### src/hw/rtl/aes_pkg.sv
`timescale 1ns / 1ps
// ----------------------------------------------------------------------------
// Allocation event statistics: shared package
// Defaults, op and record codes, sequencer states and the size-class table.
// ----------------------------------------------------------------------------
package aes_pkg;

  localparam int SLOT_COUNT_DEF   = 24;
  localparam int TOP_REPORTED_DEF = 6;
  localparam int COUNTER_BITS_DEF = 32;

  localparam int NUM_BINS    = 8;
  localparam int NUM_SUMMARY = 12;

  localparam logic [31:0] BIG_MIN_RESET = 32'd32768;

  localparam logic [1:0] OP_ALLOC   = 2'd0;
  localparam logic [1:0] OP_RELEASE = 2'd1;
  localparam logic [1:0] OP_REPORT  = 2'd2;

  localparam logic [2:0] KIND_LIVE   = 3'd0;
  localparam logic [2:0] KIND_CALLS  = 3'd1;
  localparam logic [2:0] KIND_PEAK   = 3'd2;
  localparam logic [2:0] KIND_FAULTS = 3'd3;
  localparam logic [2:0] KIND_BIN    = 3'd4;
  localparam logic [2:0] KIND_BIG    = 3'd5;
  localparam logic [2:0] KIND_OVF    = 3'd6;

  typedef enum logic [2:0] {
    ST_IDLE,
    ST_ALLOC_SCAN,
    ST_REP_SCAN,
    ST_SUMMARY,
    ST_EMIT_BIG,
    ST_EMIT_OVF
  } aes_state_e;

  function automatic logic [2:0] size_class(input logic [31:0] sz);
    logic [2:0] c;
    if      (sz <= 32'd32)     c = 3'd0;
    else if (sz <= 32'd128)    c = 3'd1;
    else if (sz <= 32'd512)    c = 3'd2;
    else if (sz <= 32'd2048)   c = 3'd3;
    else if (sz <= 32'd8192)   c = 3'd4;
    else if (sz <= 32'd32768)  c = 3'd5;
    else if (sz <= 32'd131072) c = 3'd6;
    else                       c = 3'd7;
    return c;
  endfunction

endpackage

### src/hw/rtl/aes_ram.sv
`timescale 1ns / 1ps
// ----------------------------------------------------------------------------
// Generic RAM
// One write port, one read port, registered read data.
// ----------------------------------------------------------------------------
module aes_ram #(
  parameter int WIDTH = 64,
  parameter int DEPTH = 24,
  localparam int AW   = (DEPTH > 1) ? $clog2(DEPTH) : 1
) (
  input  logic             clk_i,
  input  logic             we_i,
  input  logic [AW-1:0]    waddr_i,
  input  logic [WIDTH-1:0] wdata_i,
  input  logic [AW-1:0]    raddr_i,
  output logic [WIDTH-1:0] rdata_o
);

  logic [WIDTH-1:0] mem_q [DEPTH];
  logic [WIDTH-1:0] rdata_q;

  always_ff @(posedge clk_i) begin
    if (we_i) begin
      mem_q[waddr_i] <= wdata_i;
    end
    rdata_q <= mem_q[raddr_i];
  end

  assign rdata_o = rdata_q;

endmodule

### src/hw/rtl/allocation_event_statistics.sv
`timescale 1ns / 1ps
// ----------------------------------------------------------------------------
// Allocation event statistics
// Monitors allocator events; large sizes are tallied in a slot table that a
// small sequencer walks one entry per cycle through a single compare unit.
// ----------------------------------------------------------------------------
// Usage:
//   An item (op_i, size_i, valid_req_i) is taken when start is high and busy
//   is low. Alloc, release and unused ops finish in the accepting cycle,
//   except an alloc at or above big_min_size, which walks the slot RAM
//   with one RAM read per cycle.
//   A report emits 12 summary and bin items, then up to TOP_REPORTED large
//   sizes, largest first, and, if at least one large size is emitted, one
//   overflow item after them. Each largest size costs a full walk of the
//   slot RAM.
//   Results leave through registers, one per cycle while emitting, each
//   shown for one cycle under res_strobe_o; last_o marks the final one.
//   The receiver cannot stall the block.
//   big_min_size is written over cfg_valid_i/cfg_ready_o/cfg_data_i while
//   idle. Reset clears all counters and the slot valid bits; the slot RAM
//   needs no clearing pass and big_min_size returns to 32768.
// ----------------------------------------------------------------------------
module allocation_event_statistics #(
  parameter int SLOT_COUNT   = aes_pkg::SLOT_COUNT_DEF,
  parameter int TOP_REPORTED = aes_pkg::TOP_REPORTED_DEF,
  parameter int COUNTER_BITS = aes_pkg::COUNTER_BITS_DEF
) (
  input  logic        clk_i,
  input  logic        rst_ni,
  input  logic        start,
  output logic        busy,
  input  logic [1:0]  op_i,
  input  logic [31:0] size_i,
  input  logic        valid_req_i,
  output logic        res_strobe_o,
  output logic [2:0]  record_kind_o,
  output logic [2:0]  record_index_o,
  output logic [31:0] value_a_o,
  output logic [31:0] value_b_o,
  output logic        last_o,
  input  logic        cfg_valid_i,
  output logic        cfg_ready_o,
  input  logic [31:0] cfg_data_i
);

  localparam int CB      = COUNTER_BITS;
  localparam int WB      = (CB > 32) ? CB : 32;
  localparam int SLOT_AW = (SLOT_COUNT > 1) ? $clog2(SLOT_COUNT) : 1;
  localparam int SCAN_W  = $clog2(SLOT_COUNT + 1);
  localparam int ROUND_W = $clog2(TOP_REPORTED + 1);
  localparam int RAM_W   = 32 + CB;

  function automatic logic [31:0] lo32(input logic [CB-1:0] v);
    logic [WB-1:0] w;
    w = WB'(v);
    return w[31:0];
  endfunction

  aes_pkg::aes_state_e state_q, state_d;

  logic [31:0]         big_min_q, big_min_d;
  logic [CB-1:0]       live_bytes_q, live_bytes_d;
  logic [CB-1:0]       live_count_q, live_count_d;
  logic [CB-1:0]       alloc_calls_q, alloc_calls_d;
  logic [CB-1:0]       release_calls_q, release_calls_d;
  logic [31:0]         largest_q, largest_d;
  logic [CB-1:0]       peak_q, peak_d;
  logic [CB-1:0]       foreign_q, foreign_d;
  logic [CB-1:0]       failures_q, failures_d;
  logic [CB-1:0]       ovf_q, ovf_d;
  logic [CB-1:0]       bins_q [aes_pkg::NUM_BINS];
  logic [CB-1:0]       bins_d [aes_pkg::NUM_BINS];
  logic [SLOT_COUNT-1:0] slot_vld_q, slot_vld_d;

  logic [31:0]         size_q, size_d;
  logic [SCAN_W-1:0]   scan_idx_q, scan_idx_d;
  logic                chk_vld_q, chk_vld_d;
  logic [SLOT_AW-1:0]  chk_idx_q, chk_idx_d;
  logic                best_found_q, best_found_d;
  logic [SLOT_AW-1:0]  best_idx_q, best_idx_d;
  logic [31:0]         best_size_q, best_size_d;
  logic [CB-1:0]       best_cnt_q, best_cnt_d;
  logic [ROUND_W-1:0]  round_q, round_d;
  logic [3:0]          emit_q, emit_d;

  logic        strobe_q, strobe_d;
  logic [2:0]  kind_q, kind_d;
  logic [2:0]  index_q, index_d;
  logic [31:0] val_a_q, val_a_d;
  logic [31:0] val_b_q, val_b_d;
  logic        last_q, last_d;

  logic               accept;
  logic               scan_end;
  logic               scan_enter;
  logic               do_clear;
  logic               ram_we;
  logic [SLOT_AW-1:0] ram_raddr;
  logic [RAM_W-1:0]   ram_wdata;
  logic [RAM_W-1:0]   ram_rdata;
  logic [31:0]        rd_size;
  logic [CB-1:0]      rd_cnt;
  logic               rd_occ;
  logic               alloc_hit;
  logic               better;
  logic [2:0]         bin_sel;
  logic [2:0]         cls;
  logic [WB-1:0]      lb_ext;
  logic [WB-1:0]      sz_ext;
  logic [CB-1:0]      lb_add;

  assign accept      = start && !busy;
  assign busy        = (state_q != aes_pkg::ST_IDLE);
  assign cfg_ready_o = (state_q == aes_pkg::ST_IDLE);

  // slot RAM and the shared compare unit
  aes_ram #(
    .WIDTH (RAM_W),
    .DEPTH (SLOT_COUNT)
  ) u_slots (
    .clk_i   (clk_i),
    .we_i    (ram_we),
    .waddr_i (chk_idx_q),
    .wdata_i (ram_wdata),
    .raddr_i (ram_raddr),
    .rdata_o (ram_rdata)
  );

  assign rd_size   = ram_rdata[31:0];
  assign rd_cnt    = ram_rdata[RAM_W-1:32];
  assign rd_occ    = slot_vld_q[chk_idx_q] && (rd_cnt != '0);
  assign alloc_hit = chk_vld_q && (!rd_occ || (rd_size == size_q));
  assign better    = chk_vld_q && rd_occ && (!best_found_q || (rd_size > best_size_q));
  assign scan_end  = (scan_idx_q == SCAN_W'(SLOT_COUNT)) && !chk_vld_q;
  assign ram_raddr = scan_idx_q[SLOT_AW-1:0];
  assign ram_wdata = {(rd_occ ? rd_cnt + CB'(1) : CB'(1)), size_q};
  assign ram_we    = (state_q == aes_pkg::ST_ALLOC_SCAN) && alloc_hit;

  assign bin_sel = 3'(emit_q - 4'd4);
  assign cls     = aes_pkg::size_class(size_i);
  assign lb_ext  = WB'(live_bytes_q);
  assign sz_ext  = WB'(size_i);
  assign lb_add  = live_bytes_q + CB'(size_i);

  // next state
  always_comb begin
    state_d = state_q;
    unique case (state_q)
      aes_pkg::ST_IDLE: begin
        if (accept) begin
          if (op_i == aes_pkg::OP_ALLOC && size_i >= big_min_q) begin
            state_d = aes_pkg::ST_ALLOC_SCAN;
          end else if (op_i == aes_pkg::OP_REPORT) begin
            state_d = aes_pkg::ST_REP_SCAN;
          end
        end
      end
      aes_pkg::ST_ALLOC_SCAN: begin
        if (alloc_hit || scan_end) begin
          state_d = aes_pkg::ST_IDLE;
        end
      end
      aes_pkg::ST_REP_SCAN: begin
        if (scan_end) begin
          if (round_q == '0) begin
            state_d = aes_pkg::ST_SUMMARY;
          end else if (best_found_q) begin
            state_d = aes_pkg::ST_EMIT_BIG;
          end else begin
            state_d = aes_pkg::ST_EMIT_OVF;
          end
        end
      end
      aes_pkg::ST_SUMMARY: begin
        if (emit_q == 4'(aes_pkg::NUM_SUMMARY - 1)) begin
          state_d = best_found_q ? aes_pkg::ST_EMIT_BIG : aes_pkg::ST_IDLE;
        end
      end
      aes_pkg::ST_EMIT_BIG: begin
        if (round_q == ROUND_W'(TOP_REPORTED - 1)) begin
          state_d = aes_pkg::ST_EMIT_OVF;
        end else begin
          state_d = aes_pkg::ST_REP_SCAN;
        end
      end
      aes_pkg::ST_EMIT_OVF: begin
        state_d = aes_pkg::ST_IDLE;
      end
      default: state_d = aes_pkg::ST_IDLE;
    endcase
  end

  // sequencer outputs: result item and control
  always_comb begin
    strobe_d   = 1'b0;
    kind_d     = aes_pkg::KIND_LIVE;
    index_d    = '0;
    val_a_d    = '0;
    val_b_d    = '0;
    last_d     = 1'b0;
    do_clear   = 1'b0;
    scan_enter = 1'b0;
    unique case (state_q)
      aes_pkg::ST_IDLE: begin
        scan_enter = accept;
      end
      aes_pkg::ST_SUMMARY: begin
        strobe_d = 1'b1;
        unique case (emit_q)
          4'd0: begin
            kind_d  = aes_pkg::KIND_LIVE;
            val_a_d = lo32(live_bytes_q);
            val_b_d = lo32(live_count_q);
          end
          4'd1: begin
            kind_d  = aes_pkg::KIND_CALLS;
            val_a_d = lo32(alloc_calls_q);
            val_b_d = lo32(release_calls_q);
          end
          4'd2: begin
            kind_d  = aes_pkg::KIND_PEAK;
            val_a_d = largest_q;
            val_b_d = lo32(peak_q);
          end
          4'd3: begin
            kind_d  = aes_pkg::KIND_FAULTS;
            val_a_d = lo32(foreign_q);
            val_b_d = lo32(failures_q);
          end
          default: begin
            kind_d  = aes_pkg::KIND_BIN;
            index_d = bin_sel;
            val_a_d = lo32(bins_q[bin_sel]);
          end
        endcase
        if (emit_q == 4'(aes_pkg::NUM_SUMMARY - 1) && !best_found_q) begin
          last_d   = 1'b1;
          do_clear = 1'b1;
        end
      end
      aes_pkg::ST_EMIT_BIG: begin
        strobe_d   = 1'b1;
        kind_d     = aes_pkg::KIND_BIG;
        index_d    = 3'(round_q);
        val_a_d    = best_size_q;
        val_b_d    = lo32(best_cnt_q);
        scan_enter = 1'b1;
      end
      aes_pkg::ST_EMIT_OVF: begin
        strobe_d = 1'b1;
        kind_d   = aes_pkg::KIND_OVF;
        val_a_d  = lo32(ovf_q);
        last_d   = 1'b1;
        do_clear = 1'b1;
      end
      default: ;
    endcase
  end

  // datapath
  always_comb begin
    big_min_d       = big_min_q;
    live_bytes_d    = live_bytes_q;
    live_count_d    = live_count_q;
    alloc_calls_d   = alloc_calls_q;
    release_calls_d = release_calls_q;
    largest_d       = largest_q;
    peak_d          = peak_q;
    foreign_d       = foreign_q;
    failures_d      = failures_q;
    ovf_d           = ovf_q;
    bins_d          = bins_q;
    slot_vld_d      = slot_vld_q;
    size_d          = size_q;
    scan_idx_d      = scan_idx_q;
    chk_vld_d       = 1'b0;
    chk_idx_d       = chk_idx_q;
    best_found_d    = best_found_q;
    best_idx_d      = best_idx_q;
    best_size_d     = best_size_q;
    best_cnt_d      = best_cnt_q;
    round_d         = round_q;
    emit_d          = '0;

    if (cfg_valid_i && cfg_ready_o) begin
      big_min_d = cfg_data_i;
    end

    if (accept) begin
      size_d  = size_i;
      round_d = '0;
      if (op_i == aes_pkg::OP_ALLOC) begin
        if (valid_req_i) begin
          live_bytes_d  = lb_add;
          live_count_d  = live_count_q + CB'(1);
          alloc_calls_d = alloc_calls_q + CB'(1);
          bins_d[cls]   = bins_q[cls] + CB'(1);
          if (size_i > largest_q) largest_d = size_i;
          if (lb_add > peak_q) peak_d = lb_add;
        end else begin
          failures_d = failures_q + CB'(1);
        end
      end else if (op_i == aes_pkg::OP_RELEASE) begin
        if (valid_req_i) begin
          live_bytes_d    = (lb_ext >= sz_ext) ? CB'(lb_ext - sz_ext) : '0;
          live_count_d    = (live_count_q != '0) ? live_count_q - CB'(1) : '0;
          release_calls_d = release_calls_q + CB'(1);
        end else begin
          foreign_d = foreign_q + CB'(1);
        end
      end
    end

    if (scan_enter) begin
      scan_idx_d   = '0;
      best_found_d = 1'b0;
    end else if (state_q == aes_pkg::ST_ALLOC_SCAN || state_q == aes_pkg::ST_REP_SCAN) begin
      if (scan_idx_q != SCAN_W'(SLOT_COUNT)) begin
        scan_idx_d = scan_idx_q + SCAN_W'(1);
        chk_vld_d  = 1'b1;
        chk_idx_d  = scan_idx_q[SLOT_AW-1:0];
      end
    end

    if (state_q == aes_pkg::ST_ALLOC_SCAN) begin
      if (alloc_hit) begin
        slot_vld_d[chk_idx_q] = 1'b1;
      end else if (scan_end) begin
        ovf_d = ovf_q + CB'(1);
      end
    end

    if (state_q == aes_pkg::ST_REP_SCAN && better) begin
      best_found_d = 1'b1;
      best_idx_d   = chk_idx_q;
      best_size_d  = rd_size;
      best_cnt_d   = rd_cnt;
    end

    if (state_q == aes_pkg::ST_SUMMARY) begin
      emit_d = emit_q + 4'd1;
    end

    if (state_q == aes_pkg::ST_EMIT_BIG) begin
      slot_vld_d[best_idx_q] = 1'b0;
      round_d                = round_q + ROUND_W'(1);
    end

    if (do_clear) begin
      alloc_calls_d   = '0;
      release_calls_d = '0;
      ovf_d           = '0;
      slot_vld_d      = '0;
      for (int b = 0; b < aes_pkg::NUM_BINS; b++) begin
        bins_d[b] = '0;
      end
    end
  end

  always_ff @(posedge clk_i or negedge rst_ni) begin
    if (!rst_ni) begin
      state_q         <= aes_pkg::ST_IDLE;
      big_min_q       <= aes_pkg::BIG_MIN_RESET;
      live_bytes_q    <= '0;
      live_count_q    <= '0;
      alloc_calls_q   <= '0;
      release_calls_q <= '0;
      largest_q       <= '0;
      peak_q          <= '0;
      foreign_q       <= '0;
      failures_q      <= '0;
      ovf_q           <= '0;
      for (int b = 0; b < aes_pkg::NUM_BINS; b++) begin
        bins_q[b] <= '0;
      end
      slot_vld_q      <= '0;
      size_q          <= '0;
      scan_idx_q      <= '0;
      chk_vld_q       <= 1'b0;
      chk_idx_q       <= '0;
      best_found_q    <= 1'b0;
      best_idx_q      <= '0;
      best_size_q     <= '0;
      best_cnt_q      <= '0;
      round_q         <= '0;
      emit_q          <= '0;
      strobe_q        <= 1'b0;
      kind_q          <= '0;
      index_q         <= '0;
      val_a_q         <= '0;
      val_b_q         <= '0;
      last_q          <= 1'b0;
    end else begin
      state_q         <= state_d;
      big_min_q       <= big_min_d;
      live_bytes_q    <= live_bytes_d;
      live_count_q    <= live_count_d;
      alloc_calls_q   <= alloc_calls_d;
      release_calls_q <= release_calls_d;
      largest_q       <= largest_d;
      peak_q          <= peak_d;
      foreign_q       <= foreign_d;
      failures_q      <= failures_d;
      ovf_q           <= ovf_d;
      bins_q          <= bins_d;
      slot_vld_q      <= slot_vld_d;
      size_q          <= size_d;
      scan_idx_q      <= scan_idx_d;
      chk_vld_q       <= chk_vld_d;
      chk_idx_q       <= chk_idx_d;
      best_found_q    <= best_found_d;
      best_idx_q      <= best_idx_d;
      best_size_q     <= best_size_d;
      best_cnt_q      <= best_cnt_d;
      round_q         <= round_d;
      emit_q          <= emit_d;
      strobe_q        <= strobe_d;
      kind_q          <= kind_d;
      index_q         <= index_d;
      val_a_q         <= val_a_d;
      val_b_q         <= val_b_d;
      last_q          <= last_d;
    end
  end

  assign res_strobe_o   = strobe_q;
  assign record_kind_o  = kind_q;
  assign record_index_o = index_q;
  assign value_a_o      = val_a_q;
  assign value_b_o      = val_b_q;
  assign last_o         = last_q;

  // the final item of a report leaves the sequencer idle
  a_last_idle: assert property (@(posedge clk_i) disable iff (!rst_ni)
    strobe_q && last_q |-> state_q == aes_pkg::ST_IDLE)
    else $error("report ended with sequencer still busy");

  // an overflow item always closes the report
  a_ovf_last: assert property (@(posedge clk_i) disable iff (!rst_ni)
    strobe_q && kind_q == aes_pkg::KIND_OVF |-> last_q)
    else $error("overflow item not marked last");

  // only a report may leave the idle state for the report walk of the slot table
  a_scan_entry: assert property (@(posedge clk_i) disable iff (!rst_ni)
    state_q == aes_pkg::ST_IDLE && state_d == aes_pkg::ST_REP_SCAN
      |-> accept && op_i == aes_pkg::OP_REPORT)
    else $error("report walk started without a report item");

endmodule
### config.mk
export PLATFORM = sky130hd
export DESIGN_NAME = allocation_event_statistics
export DESIGN_NICKNAME = d
export VERILOG_FILES = /design/src/hw/rtl/aes_pkg.sv /design/src/hw/rtl/aes_ram.sv /design/src/hw/rtl/allocation_event_statistics.sv
export SDC_FILE = /design/constraint.sdc
export NUM_CORES = 2
export LEC_CHECK = 0
export ABC_CLOCK_PERIOD_IN_PS = 8350
export BUFFER_PORTS_ARGS = -buffer_cell sky130_fd_sc_hd__buf_2
export CORE_ASPECT_RATIO = 1.4
export CORE_MARGIN = 5
export CORE_UTILIZATION = 30
export CTS_CLUSTER_SIZE = 12
export DETAILED_ROUTE_END_ITERATION = 8
export GPL_ROUTABILITY_DRIVEN = 1
export GPL_TIMING_DRIVEN = 0
export SYNTH_ARGS = -nofsm -noshare
export SYNTH_HDL_FRONTEND = slang
export SYNTH_HIERARCHICAL = 1
export SYNTH_SLANG_ARGS = --single-unit
### constraint.sdc
create_clock -name clk_i -period 8.35 [get_ports clk_i]
set_clock_uncertainty 0.15 [all_clocks]
set_input_delay 1.67 -clock clk_i [delete_from_list [all_inputs] [get_ports clk_i]]
set_output_delay 1.67 -clock clk_i [all_outputs]
set_load 0.02 [all_outputs]
== Yosys cells after proc, flatten, opt, wreduce, memory -nomap -nowiden ==
Memory sizes are Yosys's and may differ from the RTL's. A register that Yosys moved wholly into a read port is not among the register bits.
Index checks and enable logic that the tools add are counted.

* RAM bits: 1536
* Memories kept: 1
* Output and inout bits: 74
* Logic and storage cells: 246
* Flip-flop bits (word level): 795

* Equal/unequal tests: 24
* Bitwise gates (word level): 8
* $add $sub $neg: 15
* Mux-type cells: 90
* Magnitude comparators: 19
* Reductions and logical operators: 53

{| class="wikitable"
|+ Memories
! name !! depth !! bits a word !! read ports !! clocked after Yosys merged registers in !! write ports !! RTL line !! source
|-
| u_slots.mem_q || 24 || 64 || 1 || 1 || 1 || aes_ram.sv:19 || <nowiki>logic [WIDTH-1:0] mem_q [DEPTH];</nowiki>
|}

{| class="wikitable"
|+ Operator list
! cell !! count
|-
| 256-bit 2-to-1 mux || 4
|-
| 32-bit 2-to-1 mux || 29
|-
| 32-bit by 1-bit adder with 32-bit output (second input constant) || 8
|-
| 256-bit bitwise mux || 1
|-
| 32-bit case mux with 4 select lines || 2
|-
| 32-bit binary-select mux with 3-bit select || 2
|-
| 32-bit demux with 3-bit select || 1
|-
| 32-bit > comparator || 3
|-
| 24-bit 2-to-1 mux || 4
|-
| 32-bit case mux with 3 select lines || 1
|-
| 32-bit >= comparator || 2
|-
| 32-bit case mux with 2 select lines || 1
|-
| 32-bit nonzero test || 2
|-
| 3-bit 2-to-1 mux || 16
|-
| 32-bit adder || 1
|-
| 32-bit == test || 1
|-
| 32-bit by 10-bit <= comparator with 1-bit output (second input constant) || 1
|-
| 32-bit by 12-bit <= comparator with 1-bit output (second input constant) || 1
|-
| 32-bit by 14-bit <= comparator with 1-bit output (second input constant) || 1
|-
| 32-bit by 16-bit <= comparator with 1-bit output (second input constant) || 1
|-
| 32-bit by 18-bit <= comparator with 1-bit output (second input constant) || 1
|-
| 32-bit by 6-bit <= comparator with 1-bit output (second input constant) || 1
|-
| 32-bit by 8-bit <= comparator with 1-bit output (second input constant) || 1
|-
| 32-bit by 1-bit subtractor with 32-bit output (second input constant) || 1
|-
| 52 further kinds || 123
|}

== Logic depth before layout (Yosys ltp) ==
* Depth after elaboration: 18
* Depth in mapped cells: 29

== Cells and area by module ==
Netlist, hierarchy kept.

{| class="wikitable"
|+ By module, submodules not included
! module !! cells each !! times used !! sequential area each (um^2) !! area each (um^2)
|-
| aes_ram || 3056 || 1 || 47405.5 || 60352.9
|-
| allocation_event_statistics || 4896 || 1 || 19895.3 || 46289.4
|}

== Worst setup path after synthesis ==
OpenSTA, ideal clock, no wires.

* Path type: input to register
* From: input size_i[3]
* To: register peak_q[23]
* Setup time: 0.125 ns
* Arrival time: 6.725 ns
* Path buffers: 2
* Stages on the path: 23
* Path slack: 1.350 ns
* Required time: 8.075 ns
* Cell sequence: inv_1 > ha_1 > clkbuf_1 > nor2_1 > a221oi_1 > a21oi_1 > o311ai_0 > o21ai_0 > a41o_1 > a21bo_2 > a211oi_1 > o21ai_0 > a21oi_1 > xor2_1 > ha_1 > nand4_1 > nor4_1 > a21oi_1 > a31oi_1 > a21oi_1 > a311oi_1 > clkbuf_1 > mux2_2

* Cells in the longest elaborated chain, start to end: 3

{| class="wikitable"
|+ Ends and longest elaborated chain
! element !! RTL line !! source
|-
| from (decl) || allocation_event_statistics.sv:33 || <nowiki>input logic [31:0] size_i,</nowiki>
|-
| 32-bit adder || allocation_event_statistics.sv:143 || <nowiki>assign lb_add = live_bytes_q + CB'(size_i);</nowiki>
|-
| net lb_add[31] || allocation_event_statistics.sv:110 || <nowiki>logic [CB-1:0] lb_add;</nowiki>
|-
| 32-bit > comparator || allocation_event_statistics.sv:299 || <nowiki>if (lb_add > peak_q) peak_d = lb_add;</nowiki>
|-
| 4-bit AND reduction (no source line) || n/a ||
|-
| to (signal assigned) || allocation_event_statistics.sv:401 || <nowiki>peak_q <= peak_d;</nowiki>
|-
| to (decl) || allocation_event_statistics.sv:67 || <nowiki>logic [CB-1:0] peak_q, peak_d;</nowiki>
|}

The timed path passes the listed nets, and every way through them passes these cells.
A chain may end at the register's enable or synchronous reset.

== Worst setup path in the final report ==
* From: input size_i[21]
* To: register bins_q[122] (netlist bit)

* Cells in the longest elaborated chain, start to end: 18
* Elaborated cells between the ends (all ways): 29

{| class="wikitable"
|+ Ends and longest elaborated chain
! element !! RTL line !! source
|-
| 32-bit by 18-bit <= comparator with 1-bit output || aes_pkg.sv:46 || <nowiki>else if (sz <= 32'd131072) c = 3'd6;</nowiki>
|-
| 1-bit 2-to-1 mux || aes_pkg.sv:46 ||
|-
| 2-bit 2-to-1 mux || aes_pkg.sv:45 || <nowiki>else if (sz <= 32'd32768) c = 3'd5;</nowiki>
|-
| 2-bit 2-to-1 mux || aes_pkg.sv:44 || <nowiki>else if (sz <= 32'd8192) c = 3'd4;</nowiki>
|-
| 3-bit 2-to-1 mux || aes_pkg.sv:43 || <nowiki>else if (sz <= 32'd2048) c = 3'd3;</nowiki>
|-
| 3-bit 2-to-1 mux || aes_pkg.sv:42 || <nowiki>else if (sz <= 32'd512) c = 3'd2;</nowiki>
|-
| 3-bit 2-to-1 mux || aes_pkg.sv:41 || <nowiki>else if (sz <= 32'd128) c = 3'd1;</nowiki>
|-
| 3-bit 2-to-1 mux * || aes_pkg.sv:40 || <nowiki>if (sz <= 32'd32) c = 3'd0;</nowiki>
|-
| [... 2 more ...] || n/a ||
|-
| 32-bit 2-to-1 mux (not written as such) or 1-bit logical AND (tied branches) || allocation_event_statistics.sv:297 || <nowiki>bins_d[cls] = bins_q[cls] + CB'(1);</nowiki>
|-
| 32-bit 2-to-1 mux (not written as such) || allocation_event_statistics.sv:297 ||
|-
| 32-bit by 1-bit adder with 32-bit output or 32-bit demux with 3-bit select (tied branches) || allocation_event_statistics.sv:297 ||
|-
| 256-bit bitwise mux * || allocation_event_statistics.sv:297 ||
|-
| 256-bit 2-to-1 mux * || allocation_event_statistics.sv:293 || <nowiki>if (valid_req_i) begin</nowiki>
|-
| 256-bit 2-to-1 mux * || allocation_event_statistics.sv:292 || <nowiki>if (op_i == aes_pkg::OP_ALLOC) begin</nowiki>
|-
| 256-bit 2-to-1 mux * || allocation_event_statistics.sv:289 || <nowiki>if (accept) begin</nowiki>
|-
| 256-bit 2-to-1 mux * || allocation_event_statistics.sv:349 || <nowiki>if (do_clear) begin</nowiki>
|-
| to (signal assigned) || allocation_event_statistics.sv:405 || <nowiki>bins_q <= bins_d;</nowiki>
|-
| to (decl) || allocation_event_statistics.sv:71 || <nowiki>logic [CB-1:0] bins_q [aes_pkg::NUM_BINS];</nowiki>
|}

Mark *: on every way between the ends. The rest lies on a longest branch, timed or not. The select of a mux whose other input is x is not followed.

==> results.md <==
- Status: finished with violations
- Failing checks: capacitance limit, slew limit
- Initial antenna violation count: 34
- DRT antenna net count: 0
- FF+latch area: 67300 um^2
- Final nets: 8702
- Min-delay worst type: flop to flop
- First-pass GRT wire length: 552000 um
- Tcrit/Tclk final: 98.2%
- Area Growth Syn to Fin: 14.7%
- Starting Density: 30.1%
- Core footprint: 355000 um^2
- Fin Hold WS: 0.333 ns
- Uppermost layer routed: met5
- Max-slew violations: 33
- Post-Route WL: 396000 um
- Internal power: 24.8 mW
- CTS tree: done
- DRT Pass-1 Iters: 6
- Logic pwr share: 30.9%
- H-Tree Depth: 4
- Leak pwr: 44.5 nW
- HPWL after DPL: 287000 um
- CP startpoint kind: input port
- Ys async rst share: 33.2%
- CP required: 8.96 ns
- Post-DR wirelength/cell: 29.8 um
- Post-Syn Instances: 7952
- Register-to-Register Path Depth: 22
- Largest net degree at the start of global routing: 122
- Die Width: 514 um
- R2r endpoint: peak_q[28]$_DFFE_PN0P_
- Mean Syn Cell Area: 13.4 um^2
- CP max FO: 10
- Multi-input gate area: 36700 um^2
- Minimum clock period: 8.20 ns
- Synth cell types: 97
- Skew-Pair Late Insertion Delay: 0.95 ns
- Post-synthesis register bit count: 2395
- Post-synth top cells: edfxtp_1 (1536), dfrtp_1 (794), nand2_1 (568), mux2i_1 (566), nand3_1 (531)
- Relative slew slack: -5.63%
- Worst hold stages: 1
- PortBufs: 143
- CTS Buf Count: 237
- Share of cells above drive strength 1: 13.3%
- Finished Cell Area: 122000 um^2
- Mapped cell area: 107000 um^2
- DR WL met3: 28600 um
- Max frequency: 0.122 GHz
- Flop pwr share: 43.2%
- Switch Pwr: 14.4 mW
- Initial drt markers: 8728
- Max_cap viols: 4
- Final setup violation count: 0
- Rows: 259
- Worst Path Class, Setup: input port to flop
- Final hold violations: 0
- PwrDens: 320 nW/um^2
- Cts hold-fix bufs: 0
- Switching share of total power: 36.8%
- CP endpoint kind: flop
- Peak supply drop: 0.208 mV
- Seq/Total Area, Yosys: 63.1%
- Largest cells by area after synthesis: edfxtp_1 (43%), dfrtp_1 (19%), mux2i_1 (5.3%)
- Reg2reg setup slack: 1.20 ns
- I/O Pins: 145
- Clk pin slew, worst setup/hold paths: 0.06 ns
- Vias in the first global route: 74300
- Met2 WL: 194000 um
- Cell taking the most area after synthesis: edfxtp_1
- Via density: 5.58
- Crit. Startpoint: size_i[21]
- R2r startpoint: lb_ext[3]$_DFFE_PN0P_
- # fillers: 34500
- Syn Nets: 8235
- All-layer global routing usage: 20.8%
- Die area: 368000 um^2
- Synth Warn #: 6
- Clk pwr share: 25.9%
- Root Buffer: clkbuf_16
- RSZ-0062 raised after global routing: false
- Worst-margin pin slew: 1.58 ns
- Total global routing overflow: 0
- Most common cell in the netlist: edfxtp_1
- Ys flop type: edfxtp_1
- Total clock sinks: 2395
- DIE HEIGHT: 715 um
- Post-synth EDFFs: 1536
- Clk buf depth: 4
- Critical Path AT: 8.81 ns
- Routed vias: 74200
- CP endpoint: bins_q[122]$_DFFE_PN0P_
- Placer's final routability congestion estimate: 0.979
- Post-CTS setup buffers: 0
- Synth top area share: 43.3%
- WL met1: 136000 um
- DR DRC count: 0
- Post-Place Cell Area: 115000 um^2
==> per-stage QoR <==
stage	setup WS [ns]	TNS [ns]	utilization, %	instances	power [mW]
2_1_floorplan	1.35	0	-	7952	23.5
3_3_place_gp	-12.61	-	31.9	12800	28.8
3_5_place_dp	-1.47	-89.83	32.5	12900	29.1
4_1_cts	0.136	0	34.4	13300	39.2
5_1_grt	0.0859	0	34.5	13300	40.6
6_report	0.153	0	34.5	13300	39.2
==> critical path, cell delays in order <==
cell,delay (ns)
buf_2,0.15
nor4_1,0.39
and4_1,0.56
clkbuf_1,0.34
nand4_1,0.22
a21oi_1,0.78
clkbuf_1,0.72
a21boi_0,0.28
a211o_1,0.13
buf_2,0.20
ha_1,0.24
inv_1,0.05
a211oi_1,0.34
and4_1,0.43
nor4b_4,0.79
nand2_2,0.33
nor3_1,0.50
xnor2_1,0.40
o21ai_0,0.23
==> per-layer routing <==
layer  vias to the layer above  track usage [%]
li1                      31000                -
met1                     37800             23.0
met2                      4019             35.8
met3                      1330             3.40
met4                        28             15.8
met5                         -                0
==> registers in the layout (all words and copies together) (netlist names), 4 cells and up <==
name	cells
alloc_calls_q	32
best_cnt_q	32
best_idx_q	5
best_size_q	32
big_min_q	32
bins_q	256
chk_idx_q	5
emit_q	4
failures_q	32
foreign_q	32
largest_q	32
lb_ext	32
live_count_q	32
ovf_q	32
peak_q	32
ram_raddr	5
release_calls_q	32
size_q	32
slot_vld_q	24
u_slots/mem_q	1536
u_slots/rdata_o	64
value_a_o	32
value_b_o	32
==> what timing repair did <==
action                     4_1_cts  5_1_grt
gates cloned                     0        0
setup endpoints to repair       35       29
pin swaps                        0        0
resized for setup                5        9
==> logic make-up (layout without fill, tap and decap cells) <==
group | after synthesis | after routing | share of synthesized area, %
adders and majority gates | 212 | 212 | 2.50
and+or+nand+nor | 1940 | 1940 | 8.78
other | 0 | 25 | 0
DFF | 2395 | 2395 | 63.1
muxes | 954 | 954 | 11.7
buffers and inverters | 705 | 1333 | 2.79
AOI/OAI and AO/OA | 1465 | 1465 | 8.84
xor gates and xnor gates | 281 | 281 | 2.31
==> power groups by stage <==
stage / combinational, mW / sequential, mW / clock [mW]
3_3_place_gp: 11.7 / 17.1 / 0
5_1_grt: 12.9 / 17.0 / 10.7
2_1_floorplan: 7.42 / 16.1 / 0
6_report: 12.1 / 16.9 / 10.1
3_5_place_dp: 12.0 / 17.1 / 0
4_1_cts: 12.0 / 16.9 / 10.3
==> worst min path at each step <==
stage	slack [ns]	from	to
floorplan	0.30	foreign_q[31]$_DFFE_PN0P_	foreign_q[31]$_DFFE_PN0P_
global placement	0.32	foreign_q[14]$_DFFE_PN0P_	foreign_q[14]$_DFFE_PN0P_
detailed placement	0.32	foreign_q[31]$_DFFE_PN0P_	foreign_q[31]$_DFFE_PN0P_
CTS	0.33	foreign_q[31]$_DFFE_PN0P_	foreign_q[31]$_DFFE_PN0P_
global route	0.35	foreign_q[31]$_DFFE_PN0P_	foreign_q[31]$_DFFE_PN0P_
finish	0.33	foreign_q[31]$_DFFE_PN0P_	foreign_q[31]$_DFFE_PN0P_
==> cell usage in the layout (no fill, tap or decap), types with 102 or more instances in the layout <==
master,netlist,routed
clkbuf_1,332,441
nand2_1,568,568
clkbuf_16,0,237
ha_1,210,210
nor2_1,329,281
a21oi_1,217,211
inv_1,240,240
nand3_1,531,531
dfrtp_1,794,794
mux4_2,215,215
xor2_1,154,154
buf_2,48,193
edfxtp_1,1536,1536
nand4_1,127,127
a221oi_1,102,102
xnor2_1,127,127
o21ai_0,519,517
mux2i_1,566,566
mux2_2,173,173
a22oi_1,235,235
==> cell type report <==
type | count | share of cell area (%)
inverter | 241 | 0.739
timing repair buffer | 228 | 2.00
multi-input combinational | 4852 | 30.0
sequential | 2395 | 55.0
clock buffer | 373 | 5.44
antenna | 25 | 0.0511
clock inverter | 27 | 0.279
buffer | 464 | 1.70
tap | 4698 | 4.80
No activity file was read; power rests on OpenSTA's default activity.
